### config.mk
export PLATFORM = sky130hd
export DESIGN_NAME = sat_seq
export DESIGN_NICKNAME = d
export VERILOG_FILES = /design/src/hw/rtl/sat_pkg.sv /design/src/hw/rtl/sat_match.sv /design/src/hw/rtl/sat_seq.sv
export VERILOG_INCLUDE_DIRS = /design/src /design/src/hw/rtl
export SDC_FILE = /design/constraint.sdc
export NUM_CORES = 1
export LEC_CHECK = 0
export BUFFER_PORTS_ARGS = -buffer_cell sky130_fd_sc_hd__buf_4
export CORE_MARGIN = 1
export CORE_UTILIZATION = 30
export DETAILED_ROUTE_END_ITERATION = 6
export GPL_TIMING_DRIVEN = 0
export SYNTH_ARGS = -nofsm -noshare
export SYNTH_HDL_FRONTEND = slang
export SYNTH_SLANG_ARGS = --single-unit
### constraint.sdc
create_clock -name clk_i -period 5.33 [get_ports clk_i]
set_input_delay 0.533 -clock clk_i [delete_from_list [all_inputs] [get_ports clk_i]]
set_output_delay 0.533 -clock clk_i [all_outputs]
set_load 0.005 [all_outputs]
### src/hw/rtl/section_address_translator_defines.svh
// assertion macros used by the section address translator rtl
`ifndef SECTION_ADDRESS_TRANSLATOR_DEFINES_SVH
`define SECTION_ADDRESS_TRANSLATOR_DEFINES_SVH

`ifndef ASSERT_OFF
`define SAT_ASSERT(lbl, prop) \
  lbl: assert property (@(posedge clk_i) disable iff (!rst_ni) (prop)) \
    else $error("sat assertion failed");
`define SAT_ASSERT_NEXT(lbl, ante, cons) `SAT_ASSERT(lbl, (ante) |=> (cons))
`else
`define SAT_ASSERT(lbl, prop)
`define SAT_ASSERT_NEXT(lbl, ante, cons)
`endif

`endif

### src/hw/rtl/sat_pkg.sv
// types and constants of the section address translator
`timescale 1ns / 1ps

package sat_pkg;

  localparam int unsigned MaxSectionsDef = 128;

  localparam int unsigned AddrW  = 32;
  localparam int unsigned IndexW = 7;
  localparam int unsigned CountW = 8;

  // command codes carried in tuser
  localparam logic CmdWrite = 1'b0;
  localparam logic CmdQuery = 1'b1;

  // register indexes
  localparam int unsigned RegSectionCount = 0;

  // input tdata layout, lowest bit first
  localparam int unsigned InIdxLsb    = 0;
  localparam int unsigned InStartLsb  = InIdxLsb + IndexW;
  localparam int unsigned InRawLsb    = InStartLsb + AddrW;
  localparam int unsigned InVirtLsb   = InRawLsb + AddrW;
  localparam int unsigned InFptrLsb   = InVirtLsb + AddrW;
  localparam int unsigned InExecLsb   = InFptrLsb + AddrW;
  localparam int unsigned InLookupLsb = InExecLsb + 1;
  localparam int unsigned InUsedW     = InLookupLsb + AddrW;
  localparam int unsigned InDataW     = ((InUsedW + 7) / 8) * 8;

  // output tdata layout, lowest bit first
  localparam int unsigned OutOffsetLsb = 0;
  localparam int unsigned OutOffHitLsb = OutOffsetLsb + AddrW;
  localparam int unsigned OutSecLsb    = OutOffHitLsb + 1;
  localparam int unsigned OutSecHitLsb = OutSecLsb + IndexW;
  localparam int unsigned OutExecLsb   = OutSecHitLsb + 1;
  localparam int unsigned OutUsedW     = OutExecLsb + 1;
  localparam int unsigned OutDataW     = ((OutUsedW + 7) / 8) * 8;

  typedef struct packed {
    logic              cmd;
    logic [IndexW-1:0] entry_index;
    logic [AddrW-1:0]  start_address;
    logic [AddrW-1:0]  raw_size;
    logic [AddrW-1:0]  virtual_size;
    logic [AddrW-1:0]  file_pointer;
    logic              executable;
    logic [AddrW-1:0]  lookup_address;
  } item_t;

  // one table entry as held in the memory
  typedef struct packed {
    logic             exec_mark;
    logic [AddrW-1:0] file_pointer;
    logic [AddrW-1:0] virtual_size;
    logic [AddrW-1:0] raw_size;
    logic [AddrW-1:0] start;
  } entry_t;

  typedef struct packed {
    logic             off_match;
    logic [AddrW-1:0] offset;
    logic             sec_match;
  } match_t;

  typedef struct packed {
    logic [AddrW-1:0]  file_offset;
    logic              offset_hit;
    logic [IndexW-1:0] section_index;
    logic              section_hit;
    logic              index_executable;
  } result_t;

endpackage

### src/hw/rtl/sat_match.sv
// range checks of one table entry against the lookup address
`timescale 1ns / 1ps

module sat_match (
  input  sat_pkg::entry_t               entry_i,
  input  logic [sat_pkg::AddrW-1:0]     addr_i,
  output sat_pkg::match_t               match_o
);

  logic [sat_pkg::AddrW-1:0] eff_size;
  logic [sat_pkg::AddrW-1:0] sec_size;
  logic [sat_pkg::AddrW-1:0] eff_end;
  logic [sat_pkg::AddrW-1:0] sec_end;
  logic [sat_pkg::AddrW-1:0] delta;
  logic                      above_start;

  always_comb begin
    // file offset rule: virtual size only when nonzero and below raw size
    if ((entry_i.raw_size > entry_i.virtual_size) && (entry_i.virtual_size != '0)) begin
      eff_size = entry_i.virtual_size;
    end else begin
      eff_size = entry_i.raw_size;
    end
    // section rule: virtual size unless unknown
    if (entry_i.virtual_size != '0) begin
      sec_size = entry_i.virtual_size;
    end else begin
      sec_size = entry_i.raw_size;
    end
  end

  // ends wrap modulo 2^32
  assign eff_end     = entry_i.start + eff_size;
  assign sec_end     = entry_i.start + sec_size;
  assign delta       = addr_i - entry_i.start;
  assign above_start = (addr_i >= entry_i.start);

  assign match_o.off_match = above_start && (addr_i < eff_end);
  assign match_o.sec_match = above_start && (addr_i < sec_end);
  assign match_o.offset    = entry_i.file_pointer + delta;

endmodule

### src/hw/rtl/sat_seq.sv
// item sequencer: table writes, query walk over the memory and result register
`timescale 1ns / 1ps
`include "section_address_translator_defines.svh"

module sat_seq #(
  parameter int unsigned MaxSections = sat_pkg::MaxSectionsDef,
  parameter int unsigned AddrBits = 7,
  parameter int unsigned CntBits = 8
) (
  input  logic                        clk_i,
  input  logic                        rst_ni,
  input  logic [sat_pkg::CountW-1:0]  count_i,
  input  logic                        s_valid_i,
  output logic                        s_ready_o,
  input  sat_pkg::item_t              s_item_i,
  output logic                        m_valid_o,
  input  logic                        m_ready_i,
  output sat_pkg::result_t            m_result_o,
  output logic                        mem_we_o,
  output logic [AddrBits-1:0]         mem_waddr_o,
  output sat_pkg::entry_t             mem_wdata_o,
  output logic [AddrBits-1:0]         mem_raddr_o,
  input  sat_pkg::entry_t             mem_rdata_i
);

  typedef enum logic [3:0] {
    ST_IDLE = 4'b0001,
    ST_EXEC = 4'b0010,
    ST_WALK = 4'b0100,
    ST_DONE = 4'b1000
  } state_e;

  state_e                        state_q, state_d;
  logic [CntBits-1:0]            rd_cnt_q, rd_cnt_d;
  logic [CntBits-1:0]            used_q, used_d;
  logic                          out_valid_q, out_valid_d;
  sat_pkg::result_t              out_q, out_d;

  logic [sat_pkg::IndexW-1:0]    idx_q, idx_d;
  logic [sat_pkg::AddrW-1:0]     addr_q, addr_d;
  logic [sat_pkg::AddrW-1:0]     offset_q, offset_d;
  logic                          off_hit_q, off_hit_d;
  logic [sat_pkg::IndexW-1:0]    sec_q, sec_d;
  logic                          sec_hit_q, sec_hit_d;
  logic                          exec_q, exec_d;

  logic [CntBits-1:0]            used_cnt;
  logic                          idx_in_table;
  logic [AddrBits-1:0]           idx_addr;
  logic [AddrBits-1:0]           cmp_idx;
  sat_pkg::match_t               match;

  sat_match u_match (
    .entry_i (mem_rdata_i),
    .addr_i  (addr_q),
    .match_o (match)
  );

  // counts above the table depth are clamped
  always_comb begin
    if (32'(count_i) > MaxSections) begin
      used_cnt = CntBits'(MaxSections);
    end else begin
      used_cnt = CntBits'(count_i);
    end
  end

  assign idx_in_table = (32'(s_item_i.entry_index) < MaxSections);
  assign idx_addr     = idx_in_table ? AddrBits'(s_item_i.entry_index) : '0;
  // data on the read port belongs to the entry issued in the previous cycle
  assign cmp_idx      = AddrBits'(rd_cnt_q - CntBits'(1));

  assign mem_waddr_o = idx_addr;
  assign mem_wdata_o = '{exec_mark:    s_item_i.executable,
                         file_pointer: s_item_i.file_pointer,
                         virtual_size: s_item_i.virtual_size,
                         raw_size:     s_item_i.raw_size,
                         start:        s_item_i.start_address};

  always_comb begin
    state_d     = state_q;
    rd_cnt_d    = rd_cnt_q;
    used_d      = used_q;
    out_valid_d = out_valid_q && !m_ready_i;
    out_d       = out_q;
    idx_d       = idx_q;
    addr_d      = addr_q;
    offset_d    = offset_q;
    off_hit_d   = off_hit_q;
    sec_d       = sec_q;
    sec_hit_d   = sec_hit_q;
    exec_d      = exec_q;
    mem_we_o    = 1'b0;
    mem_raddr_o = '0;

    case (state_q)
      ST_IDLE: begin
        if (s_valid_i) begin
          if (s_item_i.cmd == sat_pkg::CmdQuery) begin
            idx_d       = s_item_i.entry_index;
            addr_d      = s_item_i.lookup_address;
            used_d      = used_cnt;
            offset_d    = '0;
            off_hit_d   = 1'b0;
            sec_d       = '0;
            sec_hit_d   = 1'b0;
            mem_raddr_o = idx_addr;
            state_d     = ST_EXEC;
          end else begin
            mem_we_o = idx_in_table;
          end
        end
      end
      ST_EXEC: begin
        exec_d = (CntBits'(idx_q) < used_q) && (32'(idx_q) < MaxSections)
                 && mem_rdata_i.exec_mark;
        if (used_q == '0) begin
          state_d = ST_DONE;
        end else begin
          mem_raddr_o = '0;
          rd_cnt_d    = CntBits'(1);
          state_d     = ST_WALK;
        end
      end
      ST_WALK: begin
        if (!off_hit_q && match.off_match) begin
          offset_d  = match.offset;
          off_hit_d = 1'b1;
        end
        if (!sec_hit_q && match.sec_match) begin
          sec_d     = sat_pkg::IndexW'(cmp_idx);
          sec_hit_d = 1'b1;
        end
        if (rd_cnt_q < used_q) begin
          mem_raddr_o = AddrBits'(rd_cnt_q);
          rd_cnt_d    = rd_cnt_q + CntBits'(1);
        end else begin
          state_d = ST_DONE;
        end
      end
      ST_DONE: begin
        if (!out_valid_q || m_ready_i) begin
          out_d = '{file_offset:      offset_q,
                    offset_hit:       off_hit_q,
                    section_index:    sec_q,
                    section_hit:      sec_hit_q,
                    index_executable: exec_q};
          out_valid_d = 1'b1;
          state_d     = ST_IDLE;
        end
      end
      default: begin
        state_d = ST_IDLE;
      end
    endcase
  end

  always_ff @(posedge clk_i or negedge rst_ni) begin
    if (!rst_ni) begin
      state_q     <= ST_IDLE;
      rd_cnt_q    <= '0;
      used_q      <= '0;
      out_valid_q <= 1'b0;
    end else begin
      state_q     <= state_d;
      rd_cnt_q    <= rd_cnt_d;
      used_q      <= used_d;
      out_valid_q <= out_valid_d;
    end
  end

  always_ff @(posedge clk_i) begin
    out_q     <= out_d;
    idx_q     <= idx_d;
    addr_q    <= addr_d;
    offset_q  <= offset_d;
    off_hit_q <= off_hit_d;
    sec_q     <= sec_d;
    sec_hit_q <= sec_hit_d;
    exec_q    <= exec_d;
  end

  assign s_ready_o  = (state_q == ST_IDLE);
  assign m_valid_o  = out_valid_q;
  assign m_result_o = out_q;

  `SAT_ASSERT(a_result_from_done, $rose(out_valid_q) |-> $past(state_q == ST_DONE))
  `SAT_ASSERT(a_walk_bound, (state_q == ST_WALK) |-> (rd_cnt_q != '0 && rd_cnt_q <= used_q))
  `SAT_ASSERT(a_hits_clear, (state_q == ST_EXEC) |-> (!off_hit_q && !sec_hit_q))
  `SAT_ASSERT_NEXT(a_off_hit_sticky, (state_q == ST_WALK) && off_hit_q, off_hit_q)
  `SAT_ASSERT(a_write_idle, mem_we_o |-> (state_q == ST_IDLE))

endmodule

==> flow_metrics.env, run 1 <==
export IMPL_grt_antenna_before_repair=2
export IMPL_max_cap_violations=0
export IMPL_synth_main_ff_cell="edfxtp_1"
export IMPL_drcViolationCount=0
export IMPL_io_pins=498
export IMPL_netlist_top_cells_count="ha_1, inv_1, nand2_1"
export IMPL_ys_types=89
export IMPL_p_per_area_mw_per_mm2=228
export IMPL_die_area_mm2=0.0533
export IMPL_synth_nets=2364
export IMPL_drt_iter0_drc=550
export IMPL_ys_warn_count=0
export IMPL_cp_max_fo=8
export IMPL_crit_family="simple AND/OR/NAND/NOR gates"
export IMPL_outcome="finished with violations"
export IMPL_fin_skew_ns=0.00996
export IMPL_drive_above_1_share=0.310
export IMPL_die_h_um=231
export IMPL_async_flop_share=0.146
export IMPL_setup_ws_ns=-0.923
export IMPL_netlist_area_mm2=0.0157
export IMPL_syn_avg_cell_area_um2=8.80
export IMPL_synth_area_leader_cell="edfxtp_1"
export IMPL_syn_instance_count=1786
export IMPL_htreeDepth=4
export IMPL_worstSkewPairLatency_ns=0.43
export IMPL_cpPeakStageDelay_ns=0.62
export IMPL_first_global_vias=13600
export IMPL_post_route_util=0.408
export IMPL_vias_per_cell=4.78
export IMPL_grt_max_degree=35
export IMPL_critPathKind="primary input to register"
export IMPL_finalWirelength_um=49900
export IMPL_synth_top_area_frac=0.235
export IMPL_gp_congestion=0.884
export IMPL_end_kind="register"
export IMPL_coreArea_mm2=0.0515
export IMPL_seq_area_mm2=0.00422
export IMPL_setup_violations_final=41
export IMPL_ys_seq_area_frac=0.269
export IMPL_finalSetupTns_ns=-33.73
export IMPL_synth_area_leaders="edfxtp_1, ha_1, buf_4"
export IMPL_timing_final_crit_share=1.17
export IMPL_cts_sinks=144
export IMPL_max_freq_mhz=160
export IMPL_hp_class="primary input to register"
export IMPL_min_period_ns=6.25
export IMPL_violations="setup timing"
export IMPL_synth_seq_cells=144
export IMPL_slew_viol_final=0
export IMPL_stdcell_area_mm2=0.0210
export IMPL_clk_pin_slew_ns=0.07
export IMPL_ctsLongestPathBuffers=2
export IMPL_placed_area_mm2=0.0196
export IMPL_slew_headroom=0.447
export IMPL_leakagePower_uw=0.0101
export IMPL_io_buffers=368
export IMPL_worstMarginPinSlew_ns=0.830
export IMPL_wire_per_inst_um=17.2
export IMPL_grt_use_total=0.181
export IMPL_cp_start_kind="primary input"
export IMPL_cts_root_buf="clkbuf_16"
export IMPL_syn_to_final_growth_pct=33.9
export IMPL_vias=13900
export IMPL_die_width_um=231
export IMPL_peakVddDrop_v=0.000207
export IMPL_multi_input_area_mm2=0.0101
export IMPL_critical_path_arrival_ns=6.40
export IMPL_drtAntennaViolNets=0
export IMPL_initial_core_util=0.305
export IMPL_cts_tree="yes"
export IMPL_cp_common_cell="a21oi_2"
export IMPL_rows=83
export IMPL_required_ns=5.48
export IMPL_final_hold_violation_count=0
export IMPL_rsz0062_at_grt="true"
export IMPL_grt_overflow_total=0
export IMPL_synth_edf_count=123
export IMPL_finalNetCount=2788
export IMPL_fillers=5157
export IMPL_cts_buffers=17
export IMPL_first_pass_iters=5
export IMPL_grt_pass1_wl_um=74300
export IMPL_synth_most_common_cell="ha_1"
export IMPL_cp_num_buf_inv=6
export IMPL_slowest_stage="or4_4"
export IMPL_dp_hpwl_um=42900
cells by family after synthesis:
kind of cell / after synthesis / share of synthesized area
xor+xnor: 83 / 0.0463
simple gates: 472 / 0.149
flops: 144 / 0.269
mux: 6 / 0.00390
fa+ha+maj: 268 / 0.229
buf+inv: 380 / 0.124
compound gates: 433 / 0.180
through the flow:
step / total power, uW / hold WS, ns / instances / setup slack (ns)
2_1_floorplan: 2810 / 0.237 / 1786 / -1.16
3_3_place_gp: 3430 / 0.402 / 2834 / -3.13
3_5_place_dp: 3490 / 0.405 / 2838 / -2.55
4_1_cts: 4780 / 0.236 / 2892 / -0.890
5_1_grt: 5150 / 0.245 / 2904 / -1.10
6_report: 4800 / 0.271 / 2904 / -0.923
path summary, 6_finish.rpt:
check | start | to | slack, ns | cells past startpoint
min reg2reg | offset_q[14] | m_result_o[24] | 0.42 | 0
max in group asynchronous | rst_ni | state_q[0] | 4.53 | 2
min in group asynchronous | rst_ni | used_q[0] | 0.52 | 2
max | mem_rdata_i[92] | offset_q[28] | -0.92 | 30
min | s_item_i[30] | addr_q[30] | 0.27 | 1
max reg2reg | addr_q[9] | offset_q[30] | 1.71 | 12
cell type report:
class	instances	area share
well taps	680	0.0405
clock inverters	14	0.00738
flip-flops and latches	144	0.201
inverters	222	0.0414
diodes	2	0.000238
repair buffers	405	0.155
plain buffers	158	0.0551
clock buffers	17	0.0202
multi-input cells	1262	0.480
where the power goes:
group	total (uW)	switching, uW	internal, uW
clock network	1180	490	693
registers	1340	50.2	1290
logic	2270	1210	1060
total	4800	1750	3050
metal layers:
layer | global-route usage | vias up | wire length (um)
li1 | - | 7050 | -
met1 | 0.233 | 6439 | 22200
met2 | 0.314 | 343 | 24500
met3 | 0.0199 | 56 | 1900
met4 | 0.0629 | 0 | 1330
met5 | 0 | - | 0
flip-flops by register name, indices dropped and copies added, names as in the netlist, 4 cells and up:
register and count:
state_q 4, offset_q 32, addr_q 32, rd_cnt_q 8
m_result_o 42, used_q 8, sec_q 7, idx_q 7
timing repair:
item | in CTS | in global routing
resized for setup | 60 | 55
pin swaps | 20 | 30
setup endpoints to repair | 41 | 41
hold buffers | 1 | 0
endpoints found under the hold margin | 20 | 0
gates cloned | 1 | 2
setup buffers | 21 | 8
cell usage in the layout, fill, tap and decap left out, drive strengths merged, types with 22 or more instances in the layout:
cell	count
a211oi	23
a21o	61
a21oi	116
buf	544
clkbuf	35
edfxtp	123
fa	33
ha	235
inv	226
nand2	165
nand2b	22
nand3	27
nand4	26
nor2	92
nor3	37
o21a	24
o21ai	115
xnor2	42
xor2	41
Power figures use the tool's default switching activity.
==> run 2, diff against run 1 <==
Clock period 5.33 ns to 8 ns, I/O delays scaled along.
==> run 2 against run 1 <==
  * The flow now finishes without violations
  * Clock skew barely moved
  * Sequential share of layout area grew 0.98 points
  * Critical endpoint is now sec_q[0]
  * Critical path depth down 6
  * Core utilization down 1.9 points
  * Clock power shrank 32%
==> flow_metrics.env, run 2 (synthesis results as in run 1) <==
export IMPL_post_route_util=0.389
export IMPL_die_width_um=231
export IMPL_grt_overflow_total=0
export IMPL_critPathKind="primary input to register"
export IMPL_syn_to_final_growth_pct=27.7
export IMPL_rows=83
export IMPL_slew_headroom=0.0349
export IMPL_final_hold_violation_count=0
export IMPL_worstSkewPairLatency_ns=0.44
export IMPL_vias_per_cell=4.81
export IMPL_hold_buffers=0
export IMPL_cp_start_kind="primary input"
export IMPL_end_kind="register"
export IMPL_finalPower_uw=3110
export IMPL_worstReg2RegEnd="sec_q[0]"
export IMPL_drive_above_1_share=0.264
export IMPL_gp_congestion=0.896
export IMPL_most_common_layout_cells="buf_4, ha_1, inv_1"
export IMPL_first_pass_iters=5
export IMPL_cp_common_cell="nand4_1"
export IMPL_drtAntennaViolNets=0
export IMPL_cpPeakStageDelay_ns=1.12
export IMPL_initial_core_util=0.305
export IMPL_leakagePower_uw=0.00977
export IMPL_r2r_cells=8
export IMPL_io_pins=498
export IMPL_rsz0062_at_grt="false"
export IMPL_vias=13800
export IMPL_setup_violations_final=0
export IMPL_peakVddDrop_v=0.000137
export IMPL_die_h_um=231
export IMPL_finalWirelength_um=49500
export IMPL_coreArea_mm2=0.0515
export IMPL_required_ns=8.04
export IMPL_timing_rr_start="addr_q[26]"
export IMPL_drt_iter0_drc=539
export IMPL_wire_per_inst_um=17.2
export IMPL_stdcell_count=2875
export IMPL_stdcell_area_mm2=0.0201
export IMPL_cp_max_fo=10
export IMPL_grt_max_degree=35
export IMPL_io_buffers=368
export IMPL_clk_pin_slew_ns=0.07
export IMPL_cts_root_buf="clkbuf_16"
export IMPL_dp_hpwl_um=43200
export IMPL_ctsLongestPathBuffers=2
export IMPL_max_cap_violations=0
export IMPL_finalSetupTns_ns=0
export IMPL_fin_skew_ns=0.0105
export IMPL_hp_class="primary input to async pin"
export IMPL_die_area_mm2=0.0533
export IMPL_outcome="complete, no violations"
export IMPL_slew_viol_final=0
export IMPL_drcViolationCount=0
export IMPL_crit_chain="buf_4 > nor4_1 > nand4_1 > nor2_2 > clkbuf_1 > a21o_1 > ha_1 > inv_1 > fa_1 > nor2b_1 > o31a_1 > nand4_1 > a21o_1 > a21oi_1 > or2_1 > xnor2_1 > ha_1 > nand4_1 > nor2_1 > a221o_1 > a31oi_1 > a21boi_0 > nor3_1 > o21ai_0"
export IMPL_finalNetCount=2758
export IMPL_layout_commonest_cell="buf_4"
export IMPL_max_freq_mhz=134
export IMPL_placed_area_mm2=0.0194
export IMPL_reg2reg_slack_ns=4.13
export IMPL_grt_pass1_wl_um=74700
export IMPL_p_per_area_mw_per_mm2=155
export IMPL_cts_buffers=17
export IMPL_worstMarginPinSlew_ns=1.43
export IMPL_grt_antenna_before_repair=2
export IMPL_dp_cells=2837
export IMPL_slowest_stage="o21ai_0"
export IMPL_cts_sinks=144
export IMPL_cts_tree="yes"
export IMPL_largest_reg_flops=42
export IMPL_critical_path_arrival_ns=7.52
export IMPL_timing_final_crit_share=0.935
export IMPL_grt_use_total=0.182
export IMPL_min_period_ns=7.48
export IMPL_htreeDepth=4
export IMPL_first_global_vias=13600
## run 2: cell types whose count changed in the layout (fill, tap and decap cells not counted), moves of 7 or more
cell / delta
a21oi_1: +8
buf_4: -13
inv_2: -8
o21ai_0: +9
inv_1: +16
ha_1: +24
buf_6: -7
ha_4: -20
## run 2: metal layers
metal	up-vias	global-route usage	part of all wire
li1	6975	-	-
met3	47	0.0257	0.039
met1	6447	0.234	0.45
met2	357	0.313	0.48
met4	0	0.0604	0.025
met5	-	0	0
## run 2: cell type report
| class | count | area [um2] |
|---|---|---|
| Clock inverter | 15 | 166 |
| Inverter | 222 | 833 |
| Antenna cell | 2 | 5.00 |
| Multi-Input combinational cell | 1262 | 9570 |
| Clock buffer | 17 | 425 |
| Sequential cell | 144 | 4220 |
| Buffer | 158 | 1110 |
| Tap cell | 680 | 851 |
| Fill cell | 5272 | 31500 |
| Timing Repair Buffer | 375 | 2870 |
## run 2: worst max-delay path by stage
stage / startpoint / slack, ns / depth (start not counted) / to
after global routing: mem_rdata_i[64] / 0.13 / 25 / sec_q[0]
after detailed placement: mem_rdata_i[64] / -0.63 / 25 / offset_q[1]
after global placement: mem_rdata_i[64] / -1.76 / 24 / offset_q[3]
after CTS: mem_rdata_i[64] / 0.30 / 26 / offset_q[1]
final: mem_rdata_i[64] / 0.52 / 24 / sec_q[0]
after floorplan: mem_rdata_i[77] / 0.44 / 25 / off_hit_q
## run 2: what timing repair did
| action | 4_1_cts | 5_1_grt |
|---|---|---|
| pin swaps | 1 | 0 |
| gates resized for setup | 0 | 3 |
| endpoints found under the setup margin | 20 | 41 |
| gates cloned | 0 | 0 |
| setup buffers | 4 | 0 |
| endpoints found under the hold margin | 0 | 0 |
## run 2: power by group
group / total, uW / switching, uW / leakage (uW) / internal, uW
Clock: 800 / 356 / 0.000288 / 445
Combinational: 1410 / 771 / 0.00807 / 642
Sequential: 898 / 35.1 / 0.00142 / 862
Total: 3110 / 1160 / 0.00977 / 1950
## run 2: critical path: cells and delay by family
family	cells	cell delay (ns)
AO/OA/AOI/OAI	8	2.97
XOR/XNOR	1	0.15
adder cells (fa/ha/maj)	3	0.88
AND/OR/NAND/NOR	9	2.05
buffers and inverters	3	0.66
## run 2: through the flow
stage / hold slack (ns) / worst slack [ns]
finish: 0.246 / 0.519
global route: 0.242 / 0.125
CTS: 0.224 / 0.297
detailed placement: 0.405 / -0.627
global placement: 0.403 / -1.76
floorplan: 0.400 / 0.435
==> run 3, diff against run 2 <==
Settings changed: BUFFER_PORTS_ARGS -buffer_cell sky130_fd_sc_hd__buf_4 to -buffer_cell sky130_fd_sc_hd__buf_2, CORE_MARGIN 1 to 4.
Clock period 8 ns to 7.7 ns, I/O delays scaled along.
==> run 3 against run 2 <==
  * Via count increased by 0.41%
  * First-iteration DRC count grew 32%
  * Clock power increased by 2.7%
  * Sequential share of layout area up 1.1 points
  * Core utilization down 1.9 points
  * Count of clock-buffer cells in the layout rose by 1
  * Total power rose by 1.6%
  * Sequential cell count is the same
  * Worst setup slack got worse by 0.15 ns
  * Die area increased by 5.3%
==> flow_metrics.env, run 3 (synthesis results as in run 1) <==
export IMPL_outcome="complete, no violations"
export IMPL_hp_class="primary input to async pin"
export IMPL_setup_ws_ns=0.370
export IMPL_coreArea_mm2=0.0516
export IMPL_finalNetCount=2757
export IMPL_fillers=5262
export IMPL_grt_max_degree=36
export IMPL_cts_buffers=17
export IMPL_drcViolationCount=0
export IMPL_timing_rr_start="addr_q[2]"
export IMPL_largest_reg_flops=42
export IMPL_cts_sinks=144
export IMPL_syn_to_final_growth_pct=21.6
export IMPL_seq_area_mm2=0.00422
export IMPL_end_kind="register"
export IMPL_grt_antenna_before_repair=7
export IMPL_pre_cts_slack_ns=-0.908
export IMPL_cts_tree="yes"
export IMPL_vias=13900
export IMPL_wire_per_inst_um=17.7
export IMPL_peakVddDrop_v=0.000154
export IMPL_dp_hpwl_um=44600
export IMPL_finalSetupTns_ns=0
export IMPL_io_pins=498
export IMPL_required_ns=7.83
export IMPL_io_buffers=368
export IMPL_critical_path_arrival_ns=7.46
export IMPL_htreeDepth=4
export IMPL_cp_max_fo=21
export IMPL_r2r_cells=12
export IMPL_most_common_layout_cells="buf_2, ha_1, inv_1"
export IMPL_placed_area_mm2=0.0185
export IMPL_rsz0062_at_grt="false"
export IMPL_die_area_mm2=0.0561
export IMPL_hold_buffers=0
export IMPL_clk_pin_slew_ns=0.07
export IMPL_stdcell_area_mm2=0.0191
export IMPL_vias_per_cell=4.83
export IMPL_fin_skew_ns=0.00978
export IMPL_cp_start_kind="primary input"
export IMPL_ctsLongestPathBuffers=2
export IMPL_grt_pass1_wl_um=76700
export IMPL_reg2reg_slack_ns=4.01
export IMPL_drtAntennaViolNets=0
export IMPL_die_h_um=237
export IMPL_worstMarginPinSlew_ns=0.949
export IMPL_slew_headroom=0.367
export IMPL_leakagePower_uw=0.00944
export IMPL_drive_above_1_share=0.262
export IMPL_min_period_ns=7.33
export IMPL_cts_root_buf="clkbuf_16"
export IMPL_finalWirelength_um=50900
export IMPL_critPathKind="primary input to register"
export IMPL_rows=83
export IMPL_first_pass_iters=5
export IMPL_multi_input_area_mm2=0.00957
export IMPL_drt_iter0_drc=714
export IMPL_final_hold_violation_count=0
export IMPL_initial_core_util=0.304
export IMPL_die_width_um=237
export IMPL_crit_start="mem_rdata_i[91]"
export IMPL_grt_use_total=0.174
export IMPL_grt_overflow_total=0
export IMPL_layout_commonest_cell="buf_2"
export IMPL_gp_congestion=0.914
export IMPL_setup_violations_final=0
export IMPL_finalPower_uw=3160
export IMPL_first_global_vias=14200
export IMPL_max_freq_mhz=136
export IMPL_max_cap_violations=0
export IMPL_crit_end="offset_q[3]"
export IMPL_post_route_util=0.370
export IMPL_p_per_area_mw_per_mm2=165
export IMPL_slew_viol_final=0
export IMPL_timing_final_crit_share=0.952
export IMPL_worstSkewPairLatency_ns=0.44
export IMPL_worstReg2RegEnd="offset_q[30]"
run 3: cell types whose count changed in the layout (fill, tap and decap cells not counted), moves of 2 or more:
cell / before / now
inv_8: 5 / 1
buf_12: 3 / 1
buf_2: 3 / 371
buf_4: 507 / 139
clkinv_4: 0 / 3
clkinv_1: 1 / 3
run 3: metrics by stage:
step / hold slack [ns] / std cells
after floorplan: 0.400 / 1786
after global placement: 0.403 / 2834
after detailed placement: 0.405 / 2837
after CTS: 0.274 / 2872
after global routing: 0.299 / 2874
final: 0.284 / 2875
run 3: layer usage:
| layer | vias up | share of wire | global-route usage |
|---|---|---|---|
| met5 | - | 0.00090 | 0 |
| met4 | 8 | 0.032 | 0.0628 |
| met3 | 80 | 0.050 | 0.0296 |
| met2 | 410 | 0.48 | 0.295 |
| met1 | 6411 | 0.44 | 0.223 |
| li1 | 6973 | - | - |
run 3: what timing repair did:
action,CTS,global route
resized for setup,1,3
endpoints found under the setup margin,33,41
setup buffers,3,0
pin swaps,1,0
run 3: cell type report:
cell class                      instances  share of cell area
Clock buffer                           18              0.0225
Timing Repair Buffer                  374               0.101
Sequential cell                       144               0.221
Clock inverter                         14             0.00799
Buffer                                158              0.0581
Multi-Input combinational cell       1262               0.501
Inverter                              222              0.0436
Antenna cell                            3            0.000393
Tap cell                              680              0.0445
run 3: worst min path at each step:
stage / startpoint / end / depth (start not counted)
after CTS: rst_ni / used_q[0] / 1
after global routing: rst_ni / used_q[0] / 1
final: rst_ni / used_q[0] / 1
after global placement: offset_q[1] / m_result_o[11] / 0
after floorplan: exec_q / m_result_o[0] / 0
after detailed placement: offset_q[3] / m_result_o[13] / 0
run 3: worst max-delay path, stage by stage:
cell	delay, ns
buf_2	0.11
inv_1	0.07
ha_1	0.31
nand4_1	0.16
or4_1	0.62
nor3_2	0.16
nor2_1	0.09
a22oi_4	0.38
clkbuf_2	0.33
o21ai_0	0.24
fa_1	0.52
a211oi_1	0.26
o21bai_1	0.12
a21oi_1	0.30
o21ai_1	0.27
or2_2	0.34
a21oi_1	0.17
xor2_1	0.18
ha_1	0.26
or2_2	0.29
a21oi_1	0.15
a21oi_1	0.06
a31oi_1	0.19
a21oi_1	0.12
o311a_1	0.42
nor3_4	0.18
buf_4	0.17
buf_8	0.20
run 3: power breakdown:
part           leakage, uW  switching [uW]  internal, uW
Clock             0.000283             341           481
Sequential         0.00142            35.5           896
Combinational      0.00774             791           615
Total              0.00944            1170          1990
